[src/hw/rtl/cv3x3_pkg.sv]
// cv3x3_pkg: shared types, constants and helpers of the 3x3 rgb filter
// used by the ctrl, window and mac rtl files and the top level; depends on nothing

package cv3x3_pkg;

    // default sizes, handed to the top level parameters
    localparam int MAX_WIDTH_DEF = 1024;
    localparam int COEF_BITS_DEF = 10;

    // fixed field widths
    localparam int FW_W      = 11;
    localparam int FH_W      = 16;
    localparam int CH_W      = 8;
    localparam int PIX_W     = 3 * CH_W;
    localparam int CFG_IDX_W = 3;

    // geometry after reset
    localparam int FW_RESET = 1024;
    localparam int FH_RESET = 1024;

    // configuration register indexes
    typedef enum logic [CFG_IDX_W-1:0] {
        REG_FRAME_WIDTH   = 3'd0,
        REG_FRAME_HEIGHT  = 3'd1,
        REG_KERNEL_TOP    = 3'd2,
        REG_KERNEL_MIDDLE = 3'd3,
        REG_KERNEL_BOTTOM = 3'd4
    } cfg_reg_t;

    // item kinds
    typedef enum logic {
        REQ_PIXEL = 1'b0,
        REQ_DRAIN = 1'b1
    } req_t;

    typedef logic [PIX_W-1:0] pixel_t;

    // nine taps, index row * 3 + column, top left first
    typedef logic [8:0][PIX_W-1:0] window_t;

    // line store control, one set per accepted item
    typedef struct packed {
        logic shift;   // item takes part in the stream
        logic write;   // real pixel, stored in the line store
        logic wr_sel;  // line store written by the current row
    } line_ctl_t;

    // border replication flags of the output position
    typedef struct packed {
        logic top;
        logic bottom;
        logic left;
        logic right;
        logic last;
    } clamp_t;

    // width of the configuration data bus
    function automatic int cfg_width(input int coef_bits);
        return (3 * coef_bits > FH_W) ? 3 * coef_bits : FH_W;
    endfunction

endpackage

[src/hw/rtl/cv3x3_ctrl.sv]
// cv3x3_ctrl: frame geometry registers, raster counters and window stage valid
// depends on cv3x3_pkg

module cv3x3_ctrl #(
    parameter int MAX_WIDTH = cv3x3_pkg::MAX_WIDTH_DEF
) (
    input  logic                              clk,
    input  logic                              rst_n,
    input  logic                              accept,
    input  logic                              req_type,
    input  logic                              cfg_we,
    input  logic [cv3x3_pkg::CFG_IDX_W-1:0]   cfg_index,
    input  logic [cv3x3_pkg::FH_W-1:0]        cfg_data,
    input  logic                              s1_take,
    output cv3x3_pkg::line_ctl_t              line_ctl,
    output logic [$clog2(MAX_WIDTH)-1:0]      col_addr,
    output logic                              s1_valid,
    output cv3x3_pkg::clamp_t                 s1_flags
);

    localparam int COL_W    = $clog2(MAX_WIDTH);
    localparam int WCOL_W   = $clog2(MAX_WIDTH + 1);
    localparam int CNT_W    = $clog2(MAX_WIDTH + 2);
    localparam int WidthRst = (cv3x3_pkg::FW_RESET > MAX_WIDTH) ? MAX_WIDTH
                                                                : cv3x3_pkg::FW_RESET;

    logic [WCOL_W-1:0]          w_eff_reg, w_eff_next;
    logic [cv3x3_pkg::FH_W-1:0] h_eff_reg, h_eff_next;
    logic [COL_W-1:0]           in_col_reg, in_col_next;
    logic [cv3x3_pkg::FH_W-1:0] in_row_reg, in_row_next;
    logic [COL_W-1:0]           out_col_reg, out_col_next;
    logic [cv3x3_pkg::FH_W-1:0] out_row_reg, out_row_next;
    logic [CNT_W-1:0]           cnt_reg, cnt_next;
    logic                       full_reg, full_next;
    logic                       sel_reg, sel_next;
    logic                       s1_valid_reg, s1_valid_next;
    cv3x3_pkg::clamp_t          s1_flags_reg, s1_flags_next;

    logic [cv3x3_pkg::FW_W-1:0] fw;
    logic                       is_pix;
    logic                       active;
    logic                       emit;
    logic                       col_end;
    logic                       row_end;
    cv3x3_pkg::clamp_t          flags;

    always_comb
    begin
        fw      = cfg_data[cv3x3_pkg::FW_W-1:0];
        is_pix  = (cv3x3_pkg::req_t'(req_type) == cv3x3_pkg::REQ_PIXEL) && !full_reg;
        active  = accept && (is_pix || full_reg);
        emit    = active && (cnt_reg == (CNT_W'(w_eff_reg) + CNT_W'(1)));
        col_end = WCOL_W'(in_col_reg) == (w_eff_reg - WCOL_W'(1));
        row_end = in_row_reg == (h_eff_reg - 16'd1);

        flags.top    = out_row_reg == '0;
        flags.bottom = out_row_reg == (h_eff_reg - 16'd1);
        flags.left   = out_col_reg == '0;
        flags.right  = WCOL_W'(out_col_reg) == (w_eff_reg - WCOL_W'(1));
        flags.last   = flags.bottom && flags.right;

        w_eff_next    = w_eff_reg;
        h_eff_next    = h_eff_reg;
        in_col_next   = in_col_reg;
        in_row_next   = in_row_reg;
        out_col_next  = out_col_reg;
        out_row_next  = out_row_reg;
        cnt_next      = cnt_reg;
        full_next     = full_reg;
        sel_next      = sel_reg;
        s1_valid_next = s1_valid_reg;
        s1_flags_next = s1_flags_reg;

        if (active)
        begin
            // input position; drain ticks only walk the column for the read side
            if (col_end)
            begin
                in_col_next = '0;
                if (is_pix)
                begin
                    sel_next = !sel_reg;
                    if (row_end)
                    begin
                        in_row_next = '0;
                        full_next   = 1'b1;
                    end
                    else
                    begin
                        in_row_next = in_row_reg + 16'd1;
                    end
                end
            end
            else
            begin
                in_col_next = in_col_reg + COL_W'(1);
            end

            if (emit)
            begin
                if (flags.last)
                begin
                    in_col_next  = '0;
                    in_row_next  = '0;
                    out_col_next = '0;
                    out_row_next = '0;
                    cnt_next     = '0;
                    full_next    = 1'b0;
                end
                else if (flags.right)
                begin
                    out_col_next = '0;
                    out_row_next = out_row_reg + 16'd1;
                end
                else
                begin
                    out_col_next = out_col_reg + COL_W'(1);
                end
            end
            else
            begin
                cnt_next = cnt_reg + CNT_W'(1);
            end
        end

        if (accept)
        begin
            s1_valid_next = emit;
            s1_flags_next = flags;
        end
        else if (s1_take)
        begin
            s1_valid_next = 1'b0;
        end

        // geometry writes restart the frame
        if (cfg_we)
        begin
            case (cv3x3_pkg::cfg_reg_t'(cfg_index))
                cv3x3_pkg::REG_FRAME_WIDTH:
                begin
                    if (fw == '0)
                        w_eff_next = WCOL_W'(1);
                    else if (32'(fw) > MAX_WIDTH)
                        w_eff_next = WCOL_W'(MAX_WIDTH);
                    else
                        w_eff_next = WCOL_W'(fw);
                    in_col_next  = '0;
                    in_row_next  = '0;
                    out_col_next = '0;
                    out_row_next = '0;
                    cnt_next     = '0;
                    full_next    = 1'b0;
                end
                cv3x3_pkg::REG_FRAME_HEIGHT:
                begin
                    h_eff_next   = (cfg_data == '0) ? 16'd1 : cfg_data;
                    in_col_next  = '0;
                    in_row_next  = '0;
                    out_col_next = '0;
                    out_row_next = '0;
                    cnt_next     = '0;
                    full_next    = 1'b0;
                end
                default:
                begin
                end
            endcase
        end
    end

    always_ff @(posedge clk or negedge rst_n)
    begin
        if (!rst_n)
        begin
            w_eff_reg    <= WCOL_W'(WidthRst);
            h_eff_reg    <= 16'(cv3x3_pkg::FH_RESET);
            in_col_reg   <= '0;
            in_row_reg   <= '0;
            out_col_reg  <= '0;
            out_row_reg  <= '0;
            cnt_reg      <= '0;
            full_reg     <= 1'b0;
            sel_reg      <= 1'b0;
            s1_valid_reg <= 1'b0;
        end
        else
        begin
            w_eff_reg    <= w_eff_next;
            h_eff_reg    <= h_eff_next;
            in_col_reg   <= in_col_next;
            in_row_reg   <= in_row_next;
            out_col_reg  <= out_col_next;
            out_row_reg  <= out_row_next;
            cnt_reg      <= cnt_next;
            full_reg     <= full_next;
            sel_reg      <= sel_next;
            s1_valid_reg <= s1_valid_next;
        end
    end

    always_ff @(posedge clk)
    begin
        s1_flags_reg <= s1_flags_next;
    end

    assign line_ctl.shift  = active;
    assign line_ctl.write  = accept && is_pix;
    assign line_ctl.wr_sel = sel_reg;
    assign col_addr        = in_col_reg;
    assign s1_valid        = s1_valid_reg;
    assign s1_flags        = s1_flags_reg;

endmodule

[config.mk]
export PLATFORM = sky130hd
export DESIGN_NAME = cv3x3_ctrl
export DESIGN_NICKNAME = d
export VERILOG_FILES = /design/src/hw/rtl/cv3x3_pkg.sv /design/src/hw/rtl/cv3x3_ctrl.sv
export SDC_FILE = /design/constraint.sdc
export NUM_CORES = 1
export LEC_CHECK = 0
export BUFFER_PORTS_ARGS = -buffer_cell sky130_fd_sc_hd__buf_2
export CORE_AREA = 2 2 121 123
export DETAILED_ROUTE_END_ITERATION = 6
export DIE_AREA = 0 0 123 125
export PLACE_DENSITY = 0.75
export SETUP_SLACK_MARGIN = 0.1
export SYNTH_ARGS = -nofsm -noshare
export SYNTH_HDL_FRONTEND = slang
export SYNTH_SLANG_ARGS = --single-unit
[constraint.sdc]
create_clock -name clk -period 3.25 [get_ports clk]
set_input_delay 0.1625 -clock clk [delete_from_list [all_inputs] [get_ports clk]]
set_output_delay 0.1625 -clock clk [all_outputs]
set_load 0.03 [all_outputs]
# Word level (Yosys, flattened, before mapping)
# Cells that the tools add are included.
# Widths: inputs -> output; s select.
# classes
add_sub_neg	8
mul	0
n_div	0
magnitude_cmp	1
n_eq_ne	6
shift	0
n_mux	44
n_bitwise	1
n_reduce_logical	18
# ops
operator	count
$mux 16	15
$mux 10	12
$mux 11	7
$add 16x1->16 const B	2
$eq 16x16->1	2
$logic_not 16->1	2
$add 11x1->11 const B	2
$eq 10x11->1	2
$add 10x1->10 const B	2
$sub 16x1->16 const B	1
$eq 11x11->1	1
$gt 11x11->1 const B	1
$logic_not 11->1	1
$sub 11x1->11 const B	1
$logic_not 10->1	1
$mux 1	10
$logic_and 1x1->1	5
$reduce_and 2->1	2
$eq 3x1->1 const B	1
$logic_not 3->1	1
$reduce_and 3->1	1
$logic_not 1->1	2
$reduce_bool 2->1	1
$reduce_or 2->1	1
2 further kinds	2
# word_totals
register_bits	98
latchBits	0
ramBits	0
rom_bits	0
mem_count	0

# Logic depth before layout (Yosys ltp)
# Gate-level depths: netlist of run 1.
# logic_depth
word_depth	10
depth_mapped	14

# Worst setup path after synthesis of run 1
# Ideal clock, no wire load.
# synth_timing
kind	flip-flop to flip-flop
startpoint	register w_eff_reg[0]
endpoint	register in_row_reg[15] (netlist bit)
arrival_time_ns	3.438
path_slack_ns	-0.261
path_stages_with_launch	14
period_less_slack_ns	3.511
path_cell_list	dfrtp_1 buf_2 inv_1 ha_1 buf_2 or3b_2 clkbuf_1 nor2_1 nand3_1 a211o_1 or3_4 or4_4 or3_1 a21oi_2
# synth_between
elab_chain_cells	8
elab_cells_between_ends	13
cone_classes	2 x add/sub; 3 x eq/ne; 6 x mux; 2 x reduce/logical
# synth_lines
element	line	rtl
from (decl)	cv3x3_ctrl.sv:27	logic [WCOL_W-1:0] w_eff_reg, w_eff_next;
from (signal assigned)	cv3x3_ctrl.sv:176	w_eff_reg <= WCOL_W'(WidthRst);
from (signal assigned)	cv3x3_ctrl.sv:189	w_eff_reg <= w_eff_next;
$sub 11x1->11	cv3x3_ctrl.sv:53, cv3x3_ctrl.sv:59	
$eq 10x11->1, on equally long branches	cv3x3_ctrl.sv:53, cv3x3_ctrl.sv:59	
$mux 16 or $logic_and 1x1->1 (tied branches)	cv3x3_ctrl.sv:77, cv3x3_ctrl.sv:60	
$mux 16	cv3x3_ctrl.sv:101	if (flags.last)
$mux 16 (*)	cv3x3_ctrl.sv:99	if (emit)
$mux 16 (*)	cv3x3_ctrl.sv:74	if (active)
$mux 16	cv3x3_ctrl.sv:139	case (cv3x3_pkg::cfg_reg_t'(cfg_index))
$mux 16 (*)	cv3x3_ctrl.sv:137	if (cfg_we)
named net in_row_next (one bit)	cv3x3_ctrl.sv:30	logic [cv3x3_pkg::FH_W-1:0] in_row_reg, in_row_next;
to (signal assigned)	cv3x3_ctrl.sv:192	in_row_reg <= in_row_next;
to (decl)	cv3x3_ctrl.sv:30	
# Mark *: on every way through the listed nets, which the timed path passes. The rest lies on a longest branch.
# A chain may end at the register's enable or synchronous reset.

# Worst setup path in the final report of run 1
# layout_timing
startpoint	register h_eff_reg[1] (netlist bit)
endpoint	register out_row_reg[8] (netlist bit)
# layout_between
elab_chain_cells	8
# layout_lines
element	line	rtl
from (decl)	cv3x3_ctrl.sv:28	logic [cv3x3_pkg::FH_W-1:0] h_eff_reg, h_eff_next;
from (signal assigned)	cv3x3_ctrl.sv:177	h_eff_reg <= 16'(cv3x3_pkg::FH_RESET);
from (signal assigned)	cv3x3_ctrl.sv:190	h_eff_reg <= h_eff_next;
$sub 16x1->16 (*)	cv3x3_ctrl.sv:57	flags.bottom = out_row_reg == (h_eff_reg - 16'd1);
$eq 16x16->1 (*)	cv3x3_ctrl.sv:57	
$logic_and 1x1->1 (*)	cv3x3_ctrl.sv:60	flags.last = flags.bottom && flags.right;
$mux 16 (*)	cv3x3_ctrl.sv:101	
$mux 16 (*)	cv3x3_ctrl.sv:99	
$mux 16 (*)	cv3x3_ctrl.sv:74	
$mux 16	cv3x3_ctrl.sv:139	
$mux 16 (*)	cv3x3_ctrl.sv:137	
named net out_row_next (one bit)	cv3x3_ctrl.sv:32	logic [cv3x3_pkg::FH_W-1:0] out_row_reg, out_row_next;
to (signal assigned)	cv3x3_ctrl.sv:194	out_row_reg <= out_row_next;
to (decl)	cv3x3_ctrl.sv:32	
# Marks and branches as above.

==> metrics.txt, run 1 <==
core area=between 10000 and 15000 µm²; top-area cell type share of the netlist area=0.3008; antenna viol nets, final=0; largest cells by area after synthesis=dfrtp_1 (30%), xnor2_1 (6.4%), nor2_1 (3.8%), nand2_1 (3.6%), nand4_1 (3.5%); Synth Instances=around 900; Vias/cell=roughly 6.2; CP dominant cell by count=or4_4; placed instance count=~1100; sequential power share=0.347; Mapped Nets=roughly 940; Mapped Area=between 7000 and 8000 µm²; Net Switching=around 1.5 mW; highest-delay cell along the critical path=or4_4; routability cong.=roughly 1; worst slack at placement=-0.02312 ns; final instance area=9121 µm²; Placed Area=roughly 8400 µm²; vias in the first global route=between 6000 and 7000; Cell Chain, Critical Path=inv_2, ha_4, or3b_4, or4_4, a21oi_4, o2111ai_2, or4_4, buf_4, o21ai_4, buf_12, o22ai_1; clock power share=0.274; Ys Warns=0; clock slew at reported path FFs=~0.07 ns; Hold Vio Cnt, Final=0; WS Path Type=reg2reg; peak supply drop=roughly 0.00028 V; diode count=0; # clock sinks=98; Worst path depth=11; CTS tree=yes; post-route minimum period=between 3 and 4 ns; top_reg_cell synth=dfrtp_1; DR iter-0 viols=539; fmax=between 300 and 400 MHz; CTS H-tree depth=3; Die Wd=~120 µm; CTS buffer count=9; average cell area after synthesis=around 8.4 µm²; Crit path arrival time=about 3.4 ns; sw frac=0.3558; Post-route DRC=12; post-route setup TNS=0 ns; Port Buf Inserts=43; GR Util All Layers=0.2990; Internal=2.799 mW; Total Wirelength=around 23 mm; Yosys cell types=73; Setup crit end kind=register; die height=125 µm; combinational power share=0.379; CTS Buffer Depth=2; first-pass GRT wire length=approximately 36 mm; router iterations before antenna repair=7; DR WL/cell=19.54 µm; Seq/Total Area, Yosys=0.3275; PnR worst setup slack=just over 0.08 ns; PD cells=~480 nW/µm²; failing checks=DRC; Initial Utilization=0.5330; RSZ-0062 raised after global routing=true; Layout Nets=~1000; CP Data Required Time=3.49 ns; asr flop ratio synth=0.9490; post-synthesis register bit count=between 90 and 100; Worst Skew=0.008428 ns; share of layout cells above drive strength 1=0.2495; area delta synth->final=20.48%; max cap viols=0; critical path's largest stage delay=0.54 ns; top cell family by delay on the critical path=simple AND/OR/NAND/NOR gates; Least-Margin Pin Slew=approximately 1 ns; total gr overflow=0; FP Rows=44; crit path buf inv count=3; maximum fanout along the worst path=14; Vias=between 7000 and 8000; num ports=44; Final Non-Filler Cells=roughly 1200; pin count of the biggest net entering global routing=between 60 and 70; root buf cell=clkbuf_16; fillcell total=around 1200; Rel. slew slack=0.3364; r2r worst-path depth=11; post-DP HPWL=between 15 and 20 mm; post-synth top area cell=dfrtp_1; startpoint types=register; initial antenna violation count=0; Post-synth EDFFs=5; DIE AREA=approximately 15000 µm²; status=complete, but fails checks; worst hold path class=in2reg; Final Cycle Share=0.9746; Leak=around 3.8 nW; Slew Viols, Final=0; worst hold stages=3; Clock Latency Late Sink=0.37 ns; # setup viols final=0
area by class of cell:
type,count,area [µm²],share of cell area
multi-input cells,708,4947,0.5424
flip-flops and latches,98,2487,0.2727
repair buffers,143,1011,0.1108
clock buffers,11,232.7,0.02551
well taps,184,230.2,0.02524
inverters,33,126.4,0.01385
clock inverters,5,86.33,0.009465
through the flow:
step           hold WS (ns)  total power, mW    util
4_1_cts             0.01333            4.209  0.6156
2_1_floorplan       -0.1331            2.489       -
5_1_grt             0.04734            4.560  0.6422
3_5_place_dp         0.3222            3.008  0.5910
6_report            0.01792            4.345  0.6422
3_3_place_gp         0.3272            2.994  0.5910
Yosys cell counts (all sizes together) (7+ instances only):
cell	number
nand2	72
xor2	28
nand4	42
o31ai	8
nand3	40
a31oi	10
a211o	11
buf	17
clkbuf	51
a21oi	42
dfrtp	91
or2	7
mux2i	13
ha	10
nor3	26
and2	11
inv	33
nor2b	14
nor4	26
o21ai	43
or3	10
mux2	12
nand2b	14
or4	21
nor2	76
o211ai	8
nand3b	8
and3	23
xnor2	55
what timing repair did:
| item | CTS | global route |
|---|---|---|
| cloned | 0 | 2 |
| hold buffers | 1 | 0 |
| gates resized for setup | 7 | 53 |
| setup buffers | 0 | 15 |
| endpoints found under the setup margin | 24 | 43 |
| pin swaps | 0 | 8 |
| endpoints found under the hold margin | 61 | 0 |
power groups by stage:
stage | Clock [mW] | Combinational, mW | Sequential (mW)
2_1_floorplan | 0 | 1.01 | 1.48
6_report | 1.19 | 1.65 | 1.51
4_1_cts | 1.20 | 1.51 | 1.50
3_3_place_gp | 0 | 1.48 | 1.51
5_1_grt | 1.26 | 1.78 | 1.53
3_5_place_dp | 0 | 1.49 | 1.52
routing by layer:
| metal | up-vias | part of all wire | global-route usage |
|---|---|---|---|
| met5 | - | 0 | 0 |
| met4 | 0 | 0.035 | 0.1397 |
| met3 | 47 | 0.063 | 0.04106 |
| met2 | 292 | 0.48 | 0.4852 |
| met1 | 3563 | 0.42 | 0.3929 |
| li1 | 3474 | - | - |
worst reg2reg max path: stages (launching register included):
cell	delay [ns]
dfrtp_1	0.43
inv_2	0.09
ha_4	0.13
or3b_4	0.43
or4_4	0.55
a21oi_4	0.17
o2111ai_2	0.13
or4_4	0.51
buf_4	0.18
o21ai_4	0.18
buf_12	0.16
o22ai_1	0.10
path summary, 6_finish.rpt:
check / start / end / slack (ns)
max: h_eff_reg[1] / out_row_reg[8] / 0.08
min: cfg_data[15] / h_eff_reg[15] / 0.02
max reg2reg: h_eff_reg[1] / out_row_reg[8] / 0.08
min reg2reg: sel_reg / sel_reg / 0.47
max in group asynchronous: rst_n / h_eff_reg[10] / 2.01
min in group asynchronous: rst_n / out_col_reg[5] / 0.42
cell families after synthesis:
| logic type | after synthesis | synth area share |
|---|---|---|
| multiplexers | 25 | 0.03503 |
| flip-flops | 98 | 0.3275 |
| XOR/XNOR | 87 | 0.1079 |
| adder cells (fa/ha/maj) | 11 | 0.01785 |
| AO/OA/AOI/OAI | 172 | 0.1502 |
| AND/OR/NAND/NOR | 412 | 0.3051 |
| buffers and inverters | 101 | 0.05635 |
cell usage in the layout, fill, tap and decap left out, types with 5 or more instances in the layout:
| cell type | netlist | final |
|---|---|---|
| ha_1 | 10 | 7 |
| nand4_1 | 42 | 42 |
| buf_2 | 8 | 42 |
| and4_1 | 5 | 5 |
| a21oi_1 | 41 | 37 |
| a211o_1 | 11 | 11 |
| inv_1 | 33 | 29 |
| nor4_1 | 21 | 18 |
| o21ai_0 | 40 | 38 |
| xor2_1 | 28 | 28 |
| a31oi_1 | 10 | 9 |
| nand3b_1 | 8 | 8 |
| nor2b_1 | 14 | 14 |
| or4_4 | 4 | 9 |
| nand2b_1 | 14 | 14 |
| a211oi_1 | 5 | 5 |
| dfrtp_1 | 91 | 85 |
| mux2i_1 | 13 | 13 |
| o31ai_1 | 8 | 7 |
| or2_2 | 7 | 7 |
| nor3_1 | 25 | 22 |
| clkbuf_16 | 0 | 9 |
| or4_1 | 17 | 12 |
| nand2_1 | 72 | 72 |
| o211ai_1 | 8 | 8 |
| or3_1 | 9 | 8 |
| o22ai_1 | 5 | 5 |
| nor2_1 | 76 | 76 |
| dfrtp_2 | 0 | 6 |
| and3_1 | 23 | 21 |
| nand3_1 | 40 | 39 |
| edfxtp_1 | 5 | 5 |
| xnor2_1 | 55 | 54 |
| mux2_2 | 12 | 12 |
| and2_1 | 11 | 11 |
| buf_4 | 4 | 94 |
No activity file was read; power rests on OpenSTA's default activity.
==> run 2, diff against run 1 <==
--- a/config.mk
+++ b/config.mk
@@ -6,10 +6,10 @@
 export NUM_CORES = 1
 export LEC_CHECK = 0
 export BUFFER_PORTS_ARGS = -buffer_cell sky130_fd_sc_hd__buf_2
-export CORE_AREA = 2 2 121 123
+export CORE_AREA = 2 2 155 157
+export CTS_BUF_LIST = sky130_fd_sc_hd__clkbuf_4
 export DETAILED_ROUTE_END_ITERATION = 6
-export DIE_AREA = 0 0 123 125
-export PLACE_DENSITY = 0.75
+export DIE_AREA = 0 0 157 159
 export SETUP_SLACK_MARGIN = 0.1
 export SYNTH_ARGS = -nofsm -noshare
 export SYNTH_HDL_FRONTEND = slang
==> metrics.txt, run 2 (synthesized netlist as in run 1, its figures left out) <==
post-DP HPWL=17.80 mm; Initial Utilization=0.3264; max cap viols=0; clock slew at reported path FFs=about 0.19 ns; CTS tree=yes; DIE AREA=between 20000 and 25000 µm²; Leak=roughly 3.8 nW; Slew Viols, Final=0; Vias/cell=5.513; # clock sinks=98; fmax=about 310 MHz; CP Data Required Time=around 3.7 ns; root buf cell=clkbuf_4; antenna viol nets, final=0; first-pass GRT wire length=37.91 mm; post-route setup TNS=-0.03450 ns; Clock Latency Late Sink=0.52 ns; commonest cells after routing, fill and taps aside=buf_4 (92), dfrtp_1 (87), nor2_1 (70), nand2_1 (70), xnor2_1 (53); Rel. slew slack=0.3554; Crit path arrival time=between 3 and 4 ns; post-route minimum period=~3.3 ns; Port Buf Inserts=43; initial antenna violation count=1; router iterations before antenna repair=5; commonest non-fill, non-tap cell in the layout=buf_4; Power Total=around 3.8 mW; FP Rows=56; PD cells=around 410 nW/µm²; core area=23190 µm²; peak supply drop=approximately 0.00021 V; Layout Nets=1044; share of layout cells above drive strength 1=0.2426; CTS buffer count=9; Hold Vio Cnt, Final=0; pin count of the biggest net entering global routing=51; WS Path Type=reg2reg; failing checks=setup timing; GR Util All Layers=0.1927; worst hold path class=in2reg; CTS Buffer Depth=2; vias in the first global route=approximately 6900; routability cong.=0.9130; DR WL/cell=18.20 µm; Total Wirelength=about 24 mm; Vias=7354; Worst Skew=0.01980 ns; # setup viols final=9; area delta synth->final=22.00%; Die Wd=~160 µm; DR iter-0 viols=~600; num ports=44; PnR worst setup slack=-0.01390 ns; maximum fanout along the worst path=14; fillcell total=approximately 2400; die height=159 µm; Least-Margin Pin Slew=a little under 1 ns; Final Cycle Share=1.004; Setup crit end kind=register; status=complete, but fails checks; RSZ-0062 raised after global routing=true; worst slack at placement=-0.04875 ns; Post-route DRC=0; total gr overflow=0; CTS H-tree depth=3; startpoint types=register
## run 2: final timing paths
check	start	endpoint	slack (ns)	cells past startpoint
hold / removal	cfg_data[10]	w_eff_reg[10]	0.11	2
setup / recovery	h_eff_reg[6]	out_row_reg[8]	-0.01	10
min in group asynchronous	rst_n	s1_valid	0.21	2
hold reg to reg	sel_reg	sel_reg	0.49	1
max in group asynchronous	rst_n	h_eff_reg[3]	2.23	3
setup reg to reg	h_eff_reg[6]	out_row_reg[8]	-0.01	10
## run 2: area by class of cell
cell class                      count  area (µm²)  area share
Sequential cell                    98        2485      0.2690
Tap cell                          319       399.1     0.04321
Inverter                           33       126.4     0.01368
Multi-Input combinational cell    708        4905      0.5310
Antenna cell                        1       2.502   0.0002709
Clock inverter                      7       61.31    0.006638
Timing Repair Buffer              159        1190      0.1288
Clock buffer                        9       67.56    0.007315
## run 2: timing repair
item                       in CTS  in global routing
resized for setup              24                 29
hold buffers                   19                  0
cloned                          0                  2
buffers inserted                8                  3
pin swaps                       9                 14
hold endpoints to repair       76                  0
setup endpoints to repair      29                 53
## run 2: layer usage
metal,wire [µm],vias to the layer above,track usage
li1,-,3500,-
met1,10900,3576,0.2625
met2,11330,233,0.3070
met3,1319,45,0.03375
met4,730,0,0.06756
met5,0,-,0
## run 2: power breakdown
part | internal [mW] | total (mW) | switching (mW)
logic | 0.772 | 1.63 | 0.854
clock network | 0.173 | 0.680 | 0.507
registers | 1.34 | 1.51 | 0.173
## run 2: worst max-delay path, cell delays in order (launching register included)
cell	delay, ns
dfrtp_2	0.49
buf_4	0.17
nor4_4	0.35
and3_1	0.30
o22ai_1	0.10
or4_4	0.52
or4_4	0.63
buf_4	0.18
o21ai_4	0.17
buf_12	0.16
o22ai_1	0.09
## run 2: per-stage QoR
step / std cells / area (µm²) / hold slack [ns] / util
6_report: 1334 / 9236 / 0.1063 / 0.3983
5_1_grt: 1334 / 9236 / 0.06714 / 0.3983
4_1_cts: 1328 / 9055 / 0.07966 / 0.3904
3_5_place_dp: 1285 / 8578 / 0.2490 / 0.3699
3_3_place_gp: 1285 / 8578 / 0.2418 / 0.3699
2_1_floorplan: 906 / 7629 / -0.1331 / -
==> run 3, diff against run 2 <==
--- a/config.mk
+++ b/config.mk
@@ -10,6 +10,8 @@
 export CTS_BUF_LIST = sky130_fd_sc_hd__clkbuf_4
 export DETAILED_ROUTE_END_ITERATION = 6
 export DIE_AREA = 0 0 157 159
+export GPL_ROUTABILITY_DRIVEN = 0
+export PLACE_DENSITY = 0.61
 export SETUP_SLACK_MARGIN = 0.1
 export SYNTH_ARGS = -nofsm -noshare
 export SYNTH_HDL_FRONTEND = slang
==> metrics.txt, run 3 (synthesized netlist as in run 1, its figures left out) <==
area of the multi-input gates=approximately 4900 µm²; num ports=44; Max Used Layer=met4; die height=around 160 µm; startpoint types=register; Leak=slightly below 4 nW; worst slack at placement=-0.07035 ns; CTS Buffer Depth=2; Net Switching=~1.5 mW; post-DP HPWL=about 18 mm; FP Rows=56; end-of-flow core utilization=0.4029; Layout Nets=between 1000 and 1500; commonest non-fill, non-tap cell in the layout=buf_4; initial antenna violation count=1; storage element area=2482 µm²; max cap viols=0; Initial Utilization=0.3264; status=complete, no violations; CTS buffer count=9; vias in the first global route=just under 7000; Worst Skew=0.02299 ns; Setup crit end kind=register; Crit path arrival time=around 3.6 ns; Final Cycle Share=0.9727; area delta synth->final=23.42%; first-pass GRT wire length=37.73 mm; combinational power share=0.433; met3 wire length=1.378 mm; Hold Vio Cnt, Final=0; pin count of the biggest net entering global routing=74; met2 routed WL=11.16 mm; DR iter-0 viols=a little over 600; Total Wirelength=between 20 and 25 mm; DR WL/cell=around 18 µm; commonest cells after routing, fill and taps aside=buf_4 (94), dfrtp_1 (89), nor2_1 (73); Slew Viols, Final=0; Vias=approximately 7400; post-route minimum period=approximately 3.2 ns; maximum fanout along the worst path=12; peak supply drop=around 0.00018 V; WS Path Type=reg2reg; Clock Latency Late Sink=about 0.5 ns; sw frac=0.3927; core area=between 20000 and 25000 µm²; RSZ-0062 raised after global routing=true; router iterations before antenna repair=5; Least-Margin Pin Slew=1.119 ns; Metal-1 WL=10.78 mm; Post-route DRC=0; fmax=316.3 MHz; Vias/cell=5.512; PnR worst setup slack=about 0.089 ns; CTS tree=yes; fillcell total=about 2400; # setup viols final=0; worst hold path class=in2reg; Rel. slew slack=0.2512; Die Wd=157 µm; clock slew at reported path FFs=0.16 ns; CP Data Required Time=3.64 ns; Port Buf Inserts=43; DIE AREA=~25000 µm²; register-to-register setup slack=~0.09 ns; # clock sinks=98; CTS H-tree depth=3; total gr overflow=0; GR Util All Layers=0.1909; clock power share=0.165; antenna viol nets, final=0; share of layout cells above drive strength 1=0.2463; sequential power share=0.402; root buf cell=clkbuf_4; Internal=between 2 and 2.5 mW; PD cells=between 400 and 500 nW/µm²
==> run 3: cell count changes in the layout (fill, tap and decap cells not counted), moves of 3 or more <==
cell | before | now
nor3_2 | 1 | 5
nor3_1 | 24 | 20
a21oi_2 | 7 | 4
nor2_1 | 70 | 73
buf_12 | 2 | 5
nor2_2 | 5 | 2
==> run 3: power groups by stage <==
stage | clock, mW | sequential, mW | combinational, mW
3_3_place_gp | 0 | 1.53 | 1.48
2_1_floorplan | 0 | 1.48 | 1.01
4_1_cts | 0.645 | 1.51 | 1.55
6_report | 0.622 | 1.52 | 1.63
3_5_place_dp | 0 | 1.53 | 1.49
5_1_grt | 0.685 | 1.54 | 1.78
==> run 3: worst paths after layout <==
check / start / endpoint / cells after the start
setup / recovery: h_eff_reg[0] / in_row_reg[9] / 11
hold / removal: accept / s1_flags[2] / 1
setup reg to reg: h_eff_reg[0] / in_row_reg[9] / 11
hold reg to reg: sel_reg / sel_reg / 1
max in group asynchronous: rst_n / h_eff_reg[6] / 3
min in group asynchronous: rst_n / col_addr[3] / 2
==> run 3: final cells by class <==
class                           instances  share of cell area
Clock buffer                           11            0.008838
Tap cell                              319             0.04272
Sequential cell                        98              0.2657
Multi-Input combinational cell        708              0.5295
Clock inverter                          5            0.003080
Inverter                               33             0.01352
Antenna cell                            1           0.0002678
Timing Repair Buffer                  164              0.1364
==> run 3: layer usage <==
layer / track usage / vias up
met1: 0.2633 / 3572
met4: 0.06756 / 0
met5: 0 / -
li1: - / 3519
met3: 0.02885 / 36
met2: 0.3032 / 254
==> run 3: repair_timing <==
item                                   4_1_cts  5_1_grt
buffers inserted                             1       11
gates resized for setup                     12       46
pin swaps                                    1       12
endpoints found under the hold margin      116        0
cloned                                       1        3
hold buffers                                17        0
setup endpoints to repair                   35       45
==> run 3: metrics by stage <==
stage / hold WS [ns] / TNS [ns] / cells / power [mW] / instance area (µm²)
detailed placement: 0.08342 / -0.2540 / 1289 / 3.027 / 8646
global route: 0.01021 / -0.02149 / 1339 / 3.999 / 9344
CTS: 0.01082 / 0 / 1324 / 3.704 / 8996
global placement: 0.07810 / -0.03307 / 1289 / 3.010 / 8646
finish: 0.03132 / 0 / 1339 / 3.772 / 9344
floorplan: -0.1331 / 0 / 906 / 2.489 / 7629
==> run 3: worst max-delay path, stage by stage, from the launching register on <==
cell and delay (ns):
dfrtp_1 0.43, inv_2 0.09, ha_4 0.15, or3b_4 0.43, or4_4 0.55, a21oi_4 0.19
o2111ai_2 0.14, or4_4 0.51, a2bb2oi_4 0.18, o21ai_2 0.18, buf_12 0.15, a21oi_1 0.05
